<file path="src/rtl/core/assert_macros.svh">
// assertion macros used by the key/value table top level
// no dependencies; clk and rst_n must exist in the including scope
`ifndef ASSERT_MACROS_SVH
`define ASSERT_MACROS_SVH

// concurrent relation checked at every clock edge outside reset
`define KVTL_CHECK(label, expr, msg) \
    label: assert property (@(posedge clk) disable iff (!rst_n) (expr)) else $error(msg);

// implication checked at every clock edge outside reset
`define KVTL_IMPLY(label, cond, expr, msg) \
    label: assert property (@(posedge clk) disable iff (!rst_n) (cond) |-> (expr)) \
        else $error(msg);

`endif

</file>
<file path="src/rtl/core/kvtl_pkg.sv">
// shared types and constants for the key/value table
// no dependencies
package kvtl_pkg;

    localparam int unsigned ENTRIES_DEF = 16;
    localparam int unsigned KEY_W       = 32;
    localparam int unsigned VALUE_W     = 32;
    localparam int unsigned USED_W      = 5;
    localparam int unsigned IN_DATA_W   = 72;
    localparam int unsigned OUT_DATA_W  = 40;

    typedef enum logic [1:0] {
        REQ_INSERT = 2'd0,
        REQ_LOOKUP = 2'd1,
        REQ_DELETE = 2'd2,
        REQ_CLEAR  = 2'd3
    } req_type_t;

    typedef enum logic [1:0] {
        ST_OK   = 2'd0,
        ST_MISS = 2'd1,
        ST_FULL = 2'd2
    } status_t;

    // request as it travels down the row of cells
    typedef struct packed {
        logic               vld;
        req_type_t          req;
        logic [KEY_W-1:0]   key;
        logic [VALUE_W-1:0] value;
        logic               done;
        logic [VALUE_W-1:0] found;
    } stage_t;

endpackage

</file>
<file path="src/rtl/core/kvtl_cell.sv">
// one table entry plus the pipeline register that hands a request onward
// depends on kvtl_pkg
module kvtl_cell
(
    input  logic            clk,
    input  logic            rst_n,
    input  logic            advance,
    input  kvtl_pkg::stage_t stage_in,
    output kvtl_pkg::stage_t stage_out
);

    logic                         valid_reg;
    logic                         valid_next;
    logic [kvtl_pkg::KEY_W-1:0]   key_reg;
    logic [kvtl_pkg::VALUE_W-1:0] value_reg;
    logic                         write_en;
    logic                         match;
    kvtl_pkg::stage_t             stage_reg;
    kvtl_pkg::stage_t             stage_next;

    assign match = valid_reg && (key_reg == stage_in.key);

    always_comb
    begin
        valid_next = valid_reg;
        write_en   = 1'b0;
        stage_next = stage_in;
        if (stage_in.vld)
        begin
            unique case (stage_in.req)
                kvtl_pkg::REQ_INSERT:
                begin
                    // first free entry takes the pair
                    if (!stage_in.done && !valid_reg)
                    begin
                        valid_next      = 1'b1;
                        write_en        = 1'b1;
                        stage_next.done = 1'b1;
                    end
                end
                kvtl_pkg::REQ_LOOKUP:
                begin
                    if (!stage_in.done && match)
                    begin
                        stage_next.done  = 1'b1;
                        stage_next.found = value_reg;
                    end
                end
                kvtl_pkg::REQ_DELETE:
                begin
                    if (!stage_in.done && match)
                    begin
                        valid_next      = 1'b0;
                        stage_next.done = 1'b1;
                    end
                end
                kvtl_pkg::REQ_CLEAR:
                begin
                    valid_next = 1'b0;
                end
                default:
                begin
                    valid_next = valid_reg;
                end
            endcase
        end
    end

    always_ff @(posedge clk or negedge rst_n)
    begin
        if (!rst_n)
        begin
            valid_reg <= 1'b0;
            stage_reg <= '0;
        end
        else if (advance)
        begin
            valid_reg <= valid_next;
            stage_reg <= stage_next;
        end
    end

    always_ff @(posedge clk)
    begin
        if (advance && write_en)
        begin
            key_reg   <= stage_in.key;
            value_reg <= stage_in.value;
        end
    end

    assign stage_out = stage_reg;

endmodule

</file>
<file path="src/rtl/core/key_value_table_linear.sv">
// key/value table top level: row of entry cells, count and result register
// depends on kvtl_pkg, kvtl_cell and assert_macros.svh
`include "assert_macros.svh"

// Associative table of ENTRIES key/value pairs. Each request walks down a row of
// ENTRIES cells, one cell per cycle while the row moves, and each cell applies the
// request to its own entry, so a request sees every change made by the ones ahead
// of it. A result passes each cell's register in turn and then the result register;
// a new request can be taken every cycle, and the whole row holds only while a
// finished result waits at the output. Insert fills the lowest free entry (status
// full if none), lookup and delete act on the lowest valid matching entry, clear
// empties the table. Reset empties the table at once; no clearing pass is needed.
module key_value_table_linear
#(
    parameter int unsigned ENTRIES = kvtl_pkg::ENTRIES_DEF
)
(
    input  logic                            clk,
    input  logic                            rst_n,
    input  logic                            s_axis_tvalid,
    output logic                            s_axis_tready,
    // req_type[1:0], key[33:2], value[65:34], zero pad[71:66]
    input  logic [kvtl_pkg::IN_DATA_W-1:0]  s_axis_tdata,
    output logic                            m_axis_tvalid,
    input  logic                            m_axis_tready,
    // status[1:0], hit[2], found_value[34:3], entries_used[39:35]
    output logic [kvtl_pkg::OUT_DATA_W-1:0] m_axis_tdata
);

    localparam int unsigned CNT_W = $clog2(ENTRIES + 1);

    logic                         advance;
    kvtl_pkg::stage_t             head;
    kvtl_pkg::stage_t             chain [ENTRIES+1];
    kvtl_pkg::stage_t             last;
    logic [CNT_W-1:0]             cnt_reg;
    logic [CNT_W-1:0]             cnt_next;
    logic                         out_valid_reg;
    logic                         out_valid_next;
    kvtl_pkg::status_t            status_reg;
    kvtl_pkg::status_t            status_next;
    logic                         hit_reg;
    logic                         hit_next;
    logic [kvtl_pkg::VALUE_W-1:0] found_reg;
    logic [kvtl_pkg::VALUE_W-1:0] found_next;
    logic [kvtl_pkg::USED_W-1:0]  used_reg;

    // the whole row moves unless a result is stuck at the output
    assign advance       = !out_valid_reg || m_axis_tready;
    assign s_axis_tready = advance;

    always_comb
    begin
        head       = '0;
        head.vld   = s_axis_tvalid;
        head.req   = kvtl_pkg::req_type_t'(s_axis_tdata[1:0]);
        head.key   = s_axis_tdata[2 +: kvtl_pkg::KEY_W];
        head.value = s_axis_tdata[2 + kvtl_pkg::KEY_W +: kvtl_pkg::VALUE_W];
    end

    assign chain[0] = head;

    for (genvar i = 0; i < ENTRIES; i++)
    begin : g_cell
        kvtl_cell u_cell
        (
            .clk       (clk),
            .rst_n     (rst_n),
            .advance   (advance),
            .stage_in  (chain[i]),
            .stage_out (chain[i+1])
        );
    end

    assign last = chain[ENTRIES];

    always_comb
    begin
        cnt_next    = cnt_reg;
        status_next = kvtl_pkg::ST_OK;
        hit_next    = 1'b0;
        found_next  = '0;
        unique case (last.req)
            kvtl_pkg::REQ_INSERT:
            begin
                if (last.done)
                    cnt_next = cnt_reg + 1'b1;
                else
                    status_next = kvtl_pkg::ST_FULL;
            end
            kvtl_pkg::REQ_LOOKUP:
            begin
                if (last.done)
                begin
                    hit_next   = 1'b1;
                    found_next = last.found;
                end
                else
                    status_next = kvtl_pkg::ST_MISS;
            end
            kvtl_pkg::REQ_DELETE:
            begin
                if (last.done)
                begin
                    hit_next = 1'b1;
                    cnt_next = cnt_reg - 1'b1;
                end
                else
                    status_next = kvtl_pkg::ST_MISS;
            end
            kvtl_pkg::REQ_CLEAR:
            begin
                cnt_next = '0;
            end
            default:
            begin
                cnt_next = cnt_reg;
            end
        endcase
    end

    assign out_valid_next = last.vld;

    always_ff @(posedge clk or negedge rst_n)
    begin
        if (!rst_n)
        begin
            cnt_reg       <= '0;
            out_valid_reg <= 1'b0;
        end
        else if (advance)
        begin
            out_valid_reg <= out_valid_next;
            if (last.vld)
                cnt_reg <= cnt_next;
        end
    end

    always_ff @(posedge clk)
    begin
        if (advance && last.vld)
        begin
            status_reg <= status_next;
            hit_reg    <= hit_next;
            found_reg  <= found_next;
            used_reg   <= kvtl_pkg::USED_W'(cnt_next);
        end
    end

    assign m_axis_tvalid = out_valid_reg;
    assign m_axis_tdata  = {used_reg, found_reg, hit_reg, status_reg};

    `KVTL_CHECK(a_cnt_range, cnt_reg <= CNT_W'(ENTRIES), "entry count above table size")
    `KVTL_IMPLY(a_full_cnt, out_valid_reg && status_reg == kvtl_pkg::ST_FULL,
        cnt_reg == CNT_W'(ENTRIES), "table full reported with free entries")
    `KVTL_IMPLY(a_hit_ok, out_valid_reg && hit_reg,
        status_reg == kvtl_pkg::ST_OK, "hit with non-ok status")
    `KVTL_IMPLY(a_found_hit, out_valid_reg && found_reg != '0,
        hit_reg, "found value without a hit")

endmodule
</file>
<file path="config.mk">
export PLATFORM = sky130hd
export DESIGN_NAME = key_value_table_linear
export DESIGN_NICKNAME = d
export VERILOG_FILES = /design/src/rtl/core/kvtl_pkg.sv /design/src/rtl/core/kvtl_cell.sv /design/src/rtl/core/key_value_table_linear.sv
export VERILOG_INCLUDE_DIRS = /design/src /design/src/rtl/core
export SDC_FILE = /design/constraint.sdc
export NUM_CORES = 2
export LEC_CHECK = 0
export BUFFER_PORTS_ARGS = -buffer_cell sky130_fd_sc_hd__buf_2
export CAP_MARGIN = 20
export CORE_MARGIN = 5
export CORE_UTILIZATION = 25
export CTS_BUF_LIST = sky130_fd_sc_hd__clkbuf_4
export CTS_CLUSTER_DIAMETER = 80
export DETAILED_ROUTE_END_ITERATION = 16
export PLACE_DENSITY = 0.44
export SLEW_MARGIN = 30
export SYNTH_ARGS = -nofsm -noshare
export SYNTH_HDL_FRONTEND = slang
export SYNTH_HIERARCHICAL = 1
export SYNTH_SLANG_ARGS = --single-unit
export TNS_END_PERCENT = 20
</file>
<file path="constraint.sdc">
create_clock -name clk -period 6.6 [get_ports clk]
set_input_delay 0.66 -clock clk [delete_from_list [all_inputs] [get_ports clk]]
set_output_delay 0.66 -clock clk [all_outputs]
set_load 0.1 [all_outputs]
</file>
==> impl_metrics.ini <==
[status]
status = finished clean

[route]
vias_per_cell = 4.15
ant_nets = 0
wirelength_mm = 209
drt_iter0_drc = 3240
wl_per_cell_um = 14.9
drcViolationCount = 0
drt-pass1-iter-count = 6
vias = 58300

[global_routing]
first_global_vias = 60800
grt_use_total_pct = 9.66
antenna_found_initial = 7
grt_pass1_wl_mm = 345
grt_max_degree = 223
grt-ovfl-total = 0

[worst_setup_path]
critical_path.endpoint_type = output port
reg2reg_depth = 5
rrSetupSlack_ps = 3240
critPathArrivalTime_ps = 3070
critPathLaunchType = flop
r2r-end = g_cell[1].u_cell/stage_out[38]
worstSetupPathType = reg2out
reg2reg_from = m_axis_tvalid
cp.required_ps = 5940
critPathMaxFanout = 153

[floorplanning]
die_w_um = 654
core_um2 = 413000
start_util_pct = 25.1
io_pins = 118
rows = 236
die-area_um2 = 427000
die_h_um = 654

[synth]
syn-mean-instance-area_um2 = 14.0
synthesis.area_um2 = 104000
synth_warnings = 6
syn_inst = 7383

[sta]
finalSetupViolations = 0
slew_headroom_pct = 28.0
grt_setup_unrepaired = false
hold_slack_ps = 264
fin_worst_skew_ps = 94.3
timing.fmax_ghz = 0.268
period_share_pct = 56.5
tightest_slew_ps = 1080
finalHoldViolCount = 0
fin_setup_tns_ps = 0
layout_min_cycle_time_ps = 3730
drv_slew = 0

[clock_tree]
tritoncts = done
post-cts-setup-buffers = 0
cts-root-buf = clkbuf_4
clock-sinks = 2622
clockBufferDepth = 4
clkLatencyLatePin_ps = 1310
path_clk_slew_ps = 70
numCtsBuffers = 667
htree_levels = 6

[final_layout]
drive_gt1_share_pct = 28.7
multi_input_area_um2 = 30000
area_growth_pct = 16.3
final_area_um2 = 120000
layoutNonFillerInstCount = 14000
seqCellArea_um2 = 70900
nFillCells = 42100
largest_reg_flops = 1536
nNetsFinal = 8079

[power_and_ir_drop]
switching_share_pct = 30.7
ir_drop_v = 0.000226
pwr-share-comb_pct = 19.3
leakage_uw = 0.0469
power.total_uw = 52000
p_seq_share_pct = 52.2
powerDensity_nw_per_um2 = 432
clkPwrFrac_pct = 28.5
power_switching_uw = 16000
intPower_uw = 36100

[placed_design]
hpwl_mm = 134
routabilityCongestion = 0.733
placedCellCount = 12700
port-buffer-count = 111
place_area_um2 = 110000

[hold_path]
hold_class = in2async

[job]
max_cap_violations = 0
[worst max-delay path, stage by stage (launching register included)]
cell and delay, ps:
dfrtp_1 400, nand2b_4 360, buf_12 400, buf_2 560
[power groups by stage]
| stage | sequential [uW] | clock (uW) | combinational (uW) |
|---|---|---|---|
| 5_1_grt | 28100 | 16500 | 11200 |
| 2_1_floorplan | 25900 | 0 | 7910 |
| 3_5_place_dp | 27600 | 0 | 10100 |
| 6_report | 27200 | 14800 | 10100 |
| 4_1_cts | 27400 | 15500 | 10200 |
| 3_3_place_gp | 27300 | 0 | 9770 |
[per-layer routing]
metal | GRT usage, % | part of all wire (%)
met1 | 14.6 | 52
met2 | 13.4 | 41
met3 | 2.13 | 4.2
met4 | 3.39 | 2.6
met5 | 0 | 0.013
[cell type report]
type	count	area share, %
multi-input cells	4225	24.9
clock buffers	1114	6.94
clock inverters	107	0.759
inverters	149	0.464
repair buffers	331	2.35
diodes	10	0.0208
well taps	5474	5.69
flip-flops and latches	2622	58.9
[how the worst max path moves through the flow]
| stage | end | startpoint |
|---|---|---|
| final | s_axis_tready | m_axis_tvalid |
| after detailed placement | g_cell[15].u_cell/key_reg[27] | m_axis_tready |
| after global placement | g_cell[15].u_cell/key_reg[12] | m_axis_tready |
| after CTS | s_axis_tready | m_axis_tvalid |
| after global routing | s_axis_tready | m_axis_tvalid |
| after floorplan | g_cell[13].u_cell/key_reg[0] | m_axis_tvalid |
[layout by cell type, fill, tap and decap left out, types with 17 or more instances in the layout]
master	count
a21oi_1	53
a221oi_1	17
a31oi_1	512
and3_1	32
buf_2	110
buf_4	65
bufinv_16	18
clkbuf_4	1114
clkinv_1	58
conb_1	36
dfrtp_1	1557
dlygate4sd3_1	135
edfxtp_1	1064
inv_1	149
inv_2	18
mux2_2	993
nand2_1	533
nand2b_1	196
nand3_1	544
nand4_1	50
nor2_1	567
nor4_2	32
o2111a_1	64
o21ai_0	22
xor2_1	353
[what timing repair did]
| item | CTS | global route |
|---|---|---|
| endpoints found under the hold margin | 650 | 0 |
| hold buffers | 136 | 0 |
| gates resized for setup | 0 | 0 |
[per-stage QoR]
| stage | util [%] | setup WS [ps] |
|---|---|---|
| 2_1_floorplan | - | -971 |
| 3_3_place_gp | 26.6 | 2950 |
| 3_5_place_dp | 26.6 | 2840 |
| 4_1_cts | 29.1 | 2440 |
| 5_1_grt | 29.2 | 2450 |
| 6_report | 29.2 | 2870 |
(Power assumes the default switching activity.)
